$ cat src/rtl/ibhq_pkg.sv
// ibhq_pkg: shared widths, codes, payload and control types for the indexed heap queue
// used by every module of the block; depends on nothing
`timescale 1ns / 1ps
package ibhq_pkg;

    localparam int MAX_ELEMENTS = 4096;
    localparam int ID_W         = $clog2(MAX_ELEMENTS);
    localparam int CNT_W        = ID_W + 1;
    localparam int SLOT_W       = CNT_W;
    localparam int HS_DEPTH     = MAX_ELEMENTS + 1;
    localparam int KEY_W        = 32;
    localparam int CFG_IDX_W    = 1;
    localparam int CFG_DATA_W   = 13;

    localparam logic [CFG_IDX_W-1:0] REG_ORDER = 1'd0;
    localparam logic [CFG_IDX_W-1:0] REG_CAP   = 1'd1;

    typedef enum logic [1:0] {
        OP_UPDATE = 2'd0,
        OP_REMOVE = 2'd1,
        OP_DELETE = 2'd2,
        OP_CLEAR  = 2'd3
    } t_op;

    typedef enum logic [1:0] {
        ST_OK    = 2'd0,
        ST_FULL  = 2'd1,
        ST_EMPTY = 2'd2,
        ST_DONE  = 2'd3
    } t_status;

    localparam logic [1:0] MARK_ABSENT = 2'd0;
    localparam logic [1:0] MARK_QUEUED = 2'd1;
    localparam logic [1:0] MARK_DONE   = 2'd2;

    typedef struct packed {
        logic [1:0]              opcode;
        logic [ID_W-1:0]         element_id;
        logic signed [KEY_W-1:0] key_value;
    } t_in_word;

    typedef struct packed {
        t_status                 status;
        logic [ID_W-1:0]         out_element;
        logic signed [KEY_W-1:0] out_key;
        logic [CNT_W-1:0]        queued_count;
        logic                    is_empty;
        logic                    is_full;
    } t_out_word;

    typedef enum logic [4:0] {
        CMD_NOP,
        CMD_LOAD,
        CMD_LOOK,
        CMD_CODE,
        CMD_UPD_SET,
        CMD_INS,
        CMD_DEL_SET,
        CMD_UP_RD,
        CMD_UP_PAR,
        CMD_UP_MOVE,
        CMD_PLACE,
        CMD_TOP_RD,
        CMD_TOP_GOT,
        CMD_EMPTY,
        CMD_TOP_LAST,
        CMD_DN_KEY,
        CMD_DN_L,
        CMD_DN_LID,
        CMD_DN_LK,
        CMD_DN_RID,
        CMD_DN_RK,
        CMD_DN_MOVE,
        CMD_FIN_DONE,
        CMD_FIN_KEY,
        CMD_FIN_DEL,
        CMD_CLR,
        CMD_SEND
    } t_cmd_op;

    typedef struct packed {
        t_cmd_op op;
        t_status code;
    } t_dp_cmd;

    typedef struct packed {
        t_op        op;
        logic [1:0] mark;
        logic       id_ok;
        logic       count_zero;
        logic       count_one;
        logic       count_full;
        logic       slot_root;
        logic       left_out;
        logic       right_in;
        logic       up_beats;
        logic       dn_go;
        logic       sweep_last;
        logic       out_free;
    } t_dp_stat;

    function automatic logic beats(input logic pol, input logic signed [KEY_W-1:0] a,
                                   input logic signed [KEY_W-1:0] b);
        beats = pol ? (a > b) : (a < b);
    endfunction

endpackage

$ cat src/rtl/ibhq_ctrl.sv
// ibhq_ctrl: sequencer for the heap queue, one micro command per cycle
// depends on ibhq_pkg; drives ibhq_dp through t_dp_cmd and reads t_dp_stat
`timescale 1ns / 1ps
module ibhq_ctrl (
    input  logic              i_clk,
    input  logic              i_rst_n,
    input  logic              i_in_valid,
    output logic              o_in_stall,
    input  ibhq_pkg::t_dp_stat i_stat,
    output ibhq_pkg::t_dp_cmd  o_cmd
);
    import ibhq_pkg::*;

    typedef enum logic [4:0] {
        S_CLR, S_IDLE, S_LOOK, S_DECIDE, S_UP_RD, S_UP_PAR, S_UP_CMP, S_UP_END,
        S_TOP_RD, S_TOP_GOT, S_TOP_LAST, S_DN_KEY, S_DN_L, S_DN_LID, S_DN_LK,
        S_DN_RID, S_DN_RK, S_DN_CMP, S_DN_END, S_FIN, S_FIN_KEY, S_SEND
    } t_state;

    t_state r_state, n_state;
    logic   r_reply, n_reply;

    always_comb begin
        n_state    = r_state;
        n_reply    = r_reply;
        o_cmd.op   = CMD_NOP;
        o_cmd.code = ST_OK;
        unique case (r_state)
            S_CLR: begin
                o_cmd.op = CMD_CLR;
                if (i_stat.sweep_last) begin
                    n_state = r_reply ? S_SEND : S_IDLE;
                end
            end
            S_IDLE: begin
                if (i_in_valid) begin
                    o_cmd.op = CMD_LOAD;
                    n_state  = S_LOOK;
                end
            end
            S_LOOK: begin
                o_cmd.op = CMD_LOOK;
                n_state  = S_DECIDE;
            end
            S_DECIDE: begin
                n_state = S_SEND;
                unique case (i_stat.op)
                    OP_UPDATE: begin
                        if (i_stat.id_ok) begin
                            if (i_stat.mark == MARK_DONE) begin
                                o_cmd.op = CMD_CODE; o_cmd.code = ST_DONE;
                            end else if (i_stat.mark == MARK_QUEUED) begin
                                o_cmd.op = CMD_UPD_SET; n_state = S_UP_RD;
                            end else if (i_stat.count_full) begin
                                o_cmd.op = CMD_CODE; o_cmd.code = ST_FULL;
                            end else begin
                                o_cmd.op = CMD_INS; n_state = S_UP_RD;
                            end
                        end
                    end
                    OP_REMOVE: begin
                        if (i_stat.count_zero) begin
                            o_cmd.op = CMD_CODE; o_cmd.code = ST_EMPTY;
                        end else begin
                            n_state = S_TOP_RD;
                        end
                    end
                    OP_DELETE: begin
                        if (i_stat.id_ok) begin
                            if (i_stat.mark == MARK_DONE) begin
                                o_cmd.op = CMD_CODE; o_cmd.code = ST_DONE;
                            end else if (i_stat.count_zero) begin
                                o_cmd.op = CMD_CODE; o_cmd.code = ST_EMPTY;
                            end else if (i_stat.mark == MARK_QUEUED) begin
                                o_cmd.op = CMD_DEL_SET; n_state = S_UP_RD;
                            end
                        end
                    end
                    OP_CLEAR: begin
                        n_reply = 1'b1;
                        n_state = S_CLR;
                    end
                    default: n_state = S_SEND;
                endcase
            end
            S_UP_RD: begin
                if (i_stat.slot_root) begin
                    n_state = S_UP_END;
                end else begin
                    o_cmd.op = CMD_UP_RD; n_state = S_UP_PAR;
                end
            end
            S_UP_PAR: begin
                o_cmd.op = CMD_UP_PAR; n_state = S_UP_CMP;
            end
            S_UP_CMP: begin
                if (i_stat.op != OP_DELETE && !i_stat.up_beats) begin
                    n_state = S_UP_END;
                end else begin
                    o_cmd.op = CMD_UP_MOVE; n_state = S_UP_RD;
                end
            end
            S_UP_END: begin
                o_cmd.op = CMD_PLACE;
                n_state  = (i_stat.op == OP_DELETE) ? S_TOP_RD : S_SEND;
            end
            S_TOP_RD: begin
                o_cmd.op = CMD_TOP_RD; n_state = S_TOP_GOT;
            end
            S_TOP_GOT: begin
                o_cmd.op = CMD_TOP_GOT; n_state = S_TOP_LAST;
            end
            S_TOP_LAST: begin
                if (i_stat.count_one) begin
                    o_cmd.op = CMD_EMPTY; n_state = S_FIN;
                end else begin
                    o_cmd.op = CMD_TOP_LAST; n_state = S_DN_KEY;
                end
            end
            S_DN_KEY: begin
                o_cmd.op = CMD_DN_KEY; n_state = S_DN_L;
            end
            S_DN_L: begin
                if (i_stat.left_out) begin
                    n_state = S_DN_END;
                end else begin
                    o_cmd.op = CMD_DN_L; n_state = S_DN_LID;
                end
            end
            S_DN_LID: begin
                o_cmd.op = CMD_DN_LID; n_state = S_DN_LK;
            end
            S_DN_LK: begin
                o_cmd.op = CMD_DN_LK;
                n_state  = i_stat.right_in ? S_DN_RID : S_DN_CMP;
            end
            S_DN_RID: begin
                o_cmd.op = CMD_DN_RID; n_state = S_DN_RK;
            end
            S_DN_RK: begin
                o_cmd.op = CMD_DN_RK; n_state = S_DN_CMP;
            end
            S_DN_CMP: begin
                if (i_stat.dn_go) begin
                    o_cmd.op = CMD_DN_MOVE; n_state = S_DN_L;
                end else begin
                    n_state = S_DN_END;
                end
            end
            S_DN_END: begin
                o_cmd.op = CMD_PLACE; n_state = S_FIN;
            end
            S_FIN: begin
                if (i_stat.op == OP_REMOVE) begin
                    o_cmd.op = CMD_FIN_DONE; n_state = S_FIN_KEY;
                end else begin
                    o_cmd.op = CMD_FIN_DEL; n_state = S_SEND;
                end
            end
            S_FIN_KEY: begin
                o_cmd.op = CMD_FIN_KEY; n_state = S_SEND;
            end
            S_SEND: begin
                if (i_stat.out_free) begin
                    o_cmd.op = CMD_SEND; n_state = S_IDLE;
                end
            end
            default: n_state = S_IDLE;
        endcase
    end

    always_ff @(posedge i_clk) begin
        if (!i_rst_n) begin
            r_state <= S_CLR;
            r_reply <= 1'b0;
        end else begin
            r_state <= n_state;
            r_reply <= (n_state == S_CLR) ? n_reply : 1'b0;
        end
    end

    assign o_in_stall = (r_state != S_IDLE);

endmodule

$ cat config.mk
export PLATFORM = sky130hd
export DESIGN_NAME = ibhq_ctrl
export DESIGN_NICKNAME = d
export VERILOG_FILES = /design/src/rtl/ibhq_pkg.sv /design/src/rtl/ibhq_ctrl.sv
export SDC_FILE = /design/constraint.sdc
export NUM_CORES = 1
export LEC_CHECK = 0
export BUFFER_PORTS_ARGS = -buffer_cell sky130_fd_sc_hd__buf_2
export CAP_MARGIN = 15
export CORE_MARGIN = 2
export CORE_UTILIZATION = 55
export DETAILED_ROUTE_END_ITERATION = 10
export GPL_TIMING_DRIVEN = 0
export PLACE_DENSITY_LB_ADDON = 0.3
export SYNTH_ARGS = -nofsm -noshare
export SYNTH_HDL_FRONTEND = slang
export SYNTH_SLANG_ARGS = --single-unit
$ cat constraint.sdc
create_clock -name i_clk -period 1.95 [get_ports i_clk]
set_input_delay 0.39 -clock i_clk [delete_from_list [all_inputs] [get_ports i_clk]]
set_output_delay 0.39 -clock i_clk [all_outputs]
set_load 0.05 [all_outputs]
==> results of run 1 <==
kinds of logic after synthesis:
| logic type | Yosys count | synth area share [%] |
|---|---|---|
| simple gates | 83 | 42.3 |
| compound gates | 66 | 35.4 |
| buf+inv | 23 | 12.0 |
| flops | 6 | 9.50 |
| fa+ha+maj | 1 | 0.791 |
per-stage QoR:
stage | hold WS (ns) | cells | setup TNS (ns)
4_1_cts | 0.379 | 267 | -0.904
2_1_floorplan | 0.511 | 179 | -0.492
3_3_place_gp | 0.638 | 232 | -1.62
3_5_place_dp | 0.636 | 232 | -1.64
synth_stat cells, types with 3 or more instances:
cell / n
dfxtp_1: 6
o31ai_1: 3
buf_6: 7
and2_1: 3
nor3_1: 5
o21ai_0: 10
o211ai_1: 4
nor2b_1: 7
nand3_1: 3
nand3b_1: 4
or2b_1: 3
nand2b_1: 6
nor2_1: 14
a211oi_1: 3
or3_1: 3
or3b_2: 4
nand2_1: 6
buf_2: 4
nor4_1: 4
inv_1: 9
a21oi_1: 19
nand4_1: 4
routing by layer:
metal	track usage, %	overflow
met5	0	0
met4	98.7	34
met3	52.6	0
met2	103	48
met1	74.2	1
repair_timing:
item	4_1_cts
hold endpoints to repair	0
setup buffers	31
endpoints found under the setup margin	8
gates resized for setup	60
pin swaps	11
==> flow_summary_export.csv, run 1 <==
group,metric,value,unit
synth,synth_seq_area_share,9.50,%
synth,ys_types,59,
place,post-dp-hpwl,3330,um
place,io_buffers,25,
synth,synth_cells,179,
synth,synth_largest_area_cell,"dfxtp_1",
floorplanning,die_y,52.0,um
floorplanning,die_w,52.0,um
synth,ys_ff_latch,6,
clock_network,cts_sinks,6,
floorplanning,core.rowCount,17,
clock_network,clockRootBuffer,"clkbuf_4",
global_routing,overflow,83,
place,place_congestion,0.964,
clock_network,htreeDepth,1,
timing,worstEndpointGrtRepair,"o_cmd[2]",
synth,synth.avg_cell_area,7.07,um2
place,place_ws,-0.451,ns
synth,synth.area.top_cells,"dfxtp_1 (9.5%), a21oi_1 (7.5%), buf_6 (6.2%)",
synth,synth_edf_count,0,
floorplanning,start_util,57.7,%
outcome,error_line,"[ERROR GRT-0232] Routing congestion too high. Check the congestion heatmap in the GUI.",
floorplanning,io_pins,26,
synth,synth_top_area_share,9.50,%
synth,synthArstFlopShare,0,%
place,placed_area,1470,um2
synth,synth_area,1260,um2
outcome,status,"aborted with a tool error",
global_routing,grt_use_total,79.4,%
timing,worst_endpoint_kind,"output port",
synth,synth-main-ff-cell,"dfxtp_1",
clock_network,cts_buffer_depth,2,
outcome,stop_stage,"5_1_grt",
clock_network,cts_buffers,3,
global_routing,grt_max_degree,11,
clock_network,cts-hold-fix-buffers,0,
synth,ys_warn_count,0,
synth,syn_nets,197,
==> run 2: changes to the inputs <==
- CORE_AREA: unset -> 2 2 63 65
- CORE_MARGIN: 2 -> unset
- CORE_UTILIZATION: 55 -> unset
- DIE_AREA: unset -> 0 0 65 67
- PLACE_DENSITY_LB_ADDON: 0.3 -> 0.15
==> run 2 against run 1 <==
The flow now finishes, with violations (setup timing). Area after synthesis is the same. Synthesized cell count is the same.
==> flow_summary_export.csv, run 2 <==
group,metric,value,unit
outcome,status,"complete, but fails checks",
outcome,violations,"setup timing",
global_routing,met1_usage,29.8,%
timing,setup_slack,-0.308,ns
place,place_inst,252,
synth,synth_top_area_share,9.50,%
global_routing,met3_usage,4.73,%
cells_and_area,layout_common_cells,"buf_4 (39), buf_2 (18), a21oi_1 (15), nor2_1 (13), buf_6 (11)",
floorplanning,die_y,67,um
critical_path,slowest_stage,"or4_4",
floorplanning,die-area,4360,um2
synth,synth_area,1260,um2
clock_network,clock_latency,0.22,ns
synth,synth.avg_cell_area,7.07,um2
global_routing,antenna_found_initial,0,
synth,ys_types,59,
route,dr_total_vias,1923,
cells_and_area,fin_util,61.1,%
floorplanning,die_w,65,um
run,max_cap_viol_count,0,
cells_and_area,largestRegisters,"r_state x5, r_reply x1",
timing,rsz0062_at_grt,"true",
timing,finClkSkew,0.000989,ns
route,firstDrtPassIters,5,
critical_path,worstPathCellList,"buf_6 -> buf_6 -> nand3b_1 -> or3_4 -> a21oi_2 -> or4_4 -> buf_8",
cells_and_area,seqCellArea,134,um2
clock_network,cts_sinks,6,
floorplanning,io_pins,26,
timing,finalCritPeriodShare,116,%
place,io_buffers,25,
critical_path,slowest_delay,0.52,ns
route,wire_per_inst,20.5,um
clock_network,clkTransAtPathRegs,0.04,ns
timing,min_period,2.26,ns
clock_network,cts_tree,"done",
critical_path,critical_path_class,"flop to output pin",
route,route.detailed.drc,0,
critical_path,critical_path_arrival,1.87,ns
synth,yosysMostFrequentCell,"a21oi_1",
timing,slew_headroom,56.6,%
cells_and_area,multi_input_area,1240,um2
global_routing,grt_pass1_wl,8490,um
timing,hold_viol_final,0,
cells_and_area,final.fill_count,303,
global_routing,grt_use_total,25.5,%
cells_and_area,drive_above_1_share,53.2,%
critical_path,cp.required,1.56,ns
synth,ys_ff_latch,6,
cells_and_area,nets,267,
cells_and_area,top_register,"r_state",
global_routing,met2_usage,46.3,%
cells_and_area,layout_commonest_cell,"buf_4",
route,drt_iter0_drc,209,
floorplanning,core,3610,um2
timing,worstMarginPinSlew,0.645,ns
place,place_ws,-0.462,ns
route,routed_wirelength,6070,um
synth,synth_seq_area_share,9.50,%
clock_network,cts_buffers,3,
critical_path,cp-start-kind,"flop",
cells_and_area,final_cells,296,
synth,syn_nets,197,
global_routing,overflow,0,
clock_network,htreeDepth,1,
synth,synth_largest_area_cell,"dfxtp_1",
critical_path,crit_top_cell,"buf_6",
pwr,power_density,1050,nW/um2
global_routing,grt_max_degree,11,
synth,synth_cells,179,
synth,ys_warn_count,0,
global_routing,grt_pass1_vias,1766,
critical_path,cp-end-kind,"output pin",
timing,fmax,443,MHz
synth,synth_edf_count,0,
place,place_congestion,0.914,
timing,finalMaxSlewViolations,0,
synth,synthArstFlopShare,0,%
critical_path,crit_path_max_fanout,5,
synth,synth-main-ff-cell,"dfxtp_1",
timing,finalSetupViolations,10,
floorplanning,core.rowCount,22,
hold_path,hp-class,"input pin to flop",
cells_and_area,largest_register_ffs,5,
clock_network,clockRootBuffer,"clkbuf_8",
route,viasPerCell,6.50,
pwr,leakagePower,0.859,nW
pwr,vdd_ir_drop_max,0.492,mV
timing,holdWs,0.411,ns
place,post-dp-hpwl,3510,um
global_routing,top_usage_layer,"met2",
route,drtAntennaViolNets,0,
synth,netlist_top_cells_count,"a21oi_1 (19), nor2_1 (14), o21ai_0 (10)",
floorplanning,start_util,35.1,%
cells_and_area,antenna_cells,0,
synth,synth.area.top_cells,"dfxtp_1 (9.5%), a21oi_1 (7.5%), buf_6 (6.2%)",
cells_and_area,syn_to_final_growth,74.1,%
clock_network,cts_buffer_depth,2,
clock_network,cts-hold-fix-buffers,0,
==> run 2: cell counts after synthesis <==
Identical to the previous run, type by type.
==> run 2: worst max-delay path, delay by kind of cell, from the launching register on <==
kind	cells	cell delay, ns
AO/OA/AOI/OAI	1	0.04
flip-flops	1	0.33
buffers and inverters	3	0.41
AND/OR/NAND/NOR	3	0.86
==> run 2: power breakdown <==
group	internal (W)	switching, W	total, W
Combinational	0.000845	0.00108	0.00192
Clock	0.000141	0.0000539	0.000194
Sequential	0.000157	0.0000281	0.000185
Total	0.00114	0.00116	0.00230
==> run 2: through the flow <==
step / setup TNS [ns] / instance area (um2) / total power, W
3_5_place_dp: -1.78 / 1500 / 0.00145
2_1_floorplan: -0.492 / 1310 / 0.00117
5_1_grt: -1.91 / 2200 / 0.00240
3_3_place_gp: -1.85 / 1500 / 0.00145
6_report: -1.26 / 2200 / 0.00230
4_1_cts: -1.19 / 1910 / 0.00200
==> run 2: cell type report <==
class                           count  area share, %
Buffer                             14           8.13
Clock buffer                        4           2.05
Inverter                            9           1.88
Multi-Input combinational cell    150           56.5
Sequential cell                     6           6.08
Tap cell                           48           2.73
Timing Repair Buffer               65           22.6
==> run 2: cells by family after synthesis <==
group | synth area share [%]
fa+ha+maj | 0.791
flops | 9.50
buf+inv | 12.0
compound gates | 35.4
simple gates | 42.3
==> run 2: final timing paths <==
path / endpoint / slack (ns) / cells past startpoint / startpoint
max: o_cmd[2] / -0.31 / 7 / r_state[0]
min: r_state[4] / 0.41 / 2 / i_rst_n
max reg2reg: r_state[0] / -0.01 / 7 / r_state[1]
min reg2reg: r_reply / 0.68 / 3 / r_reply
==> run 2: per-layer routing <==
layer  part of all wire (%)  vias to the layer above
met4                    5.6                        0
li1                       -                      842
met1                     37                      900
met5                      0                        -
met3                    8.9                       42
met2                     48                      139
==> run 2: timing repair <==
item / in CTS / in global routing
gates resized for setup: 51 / 35
setup buffers: 25 / 13
pin swaps: 9 / 11
setup endpoints to repair: 8 / 11
cloned: 0 / 2
No activity file was read; power rests on OpenSTA's default activity.
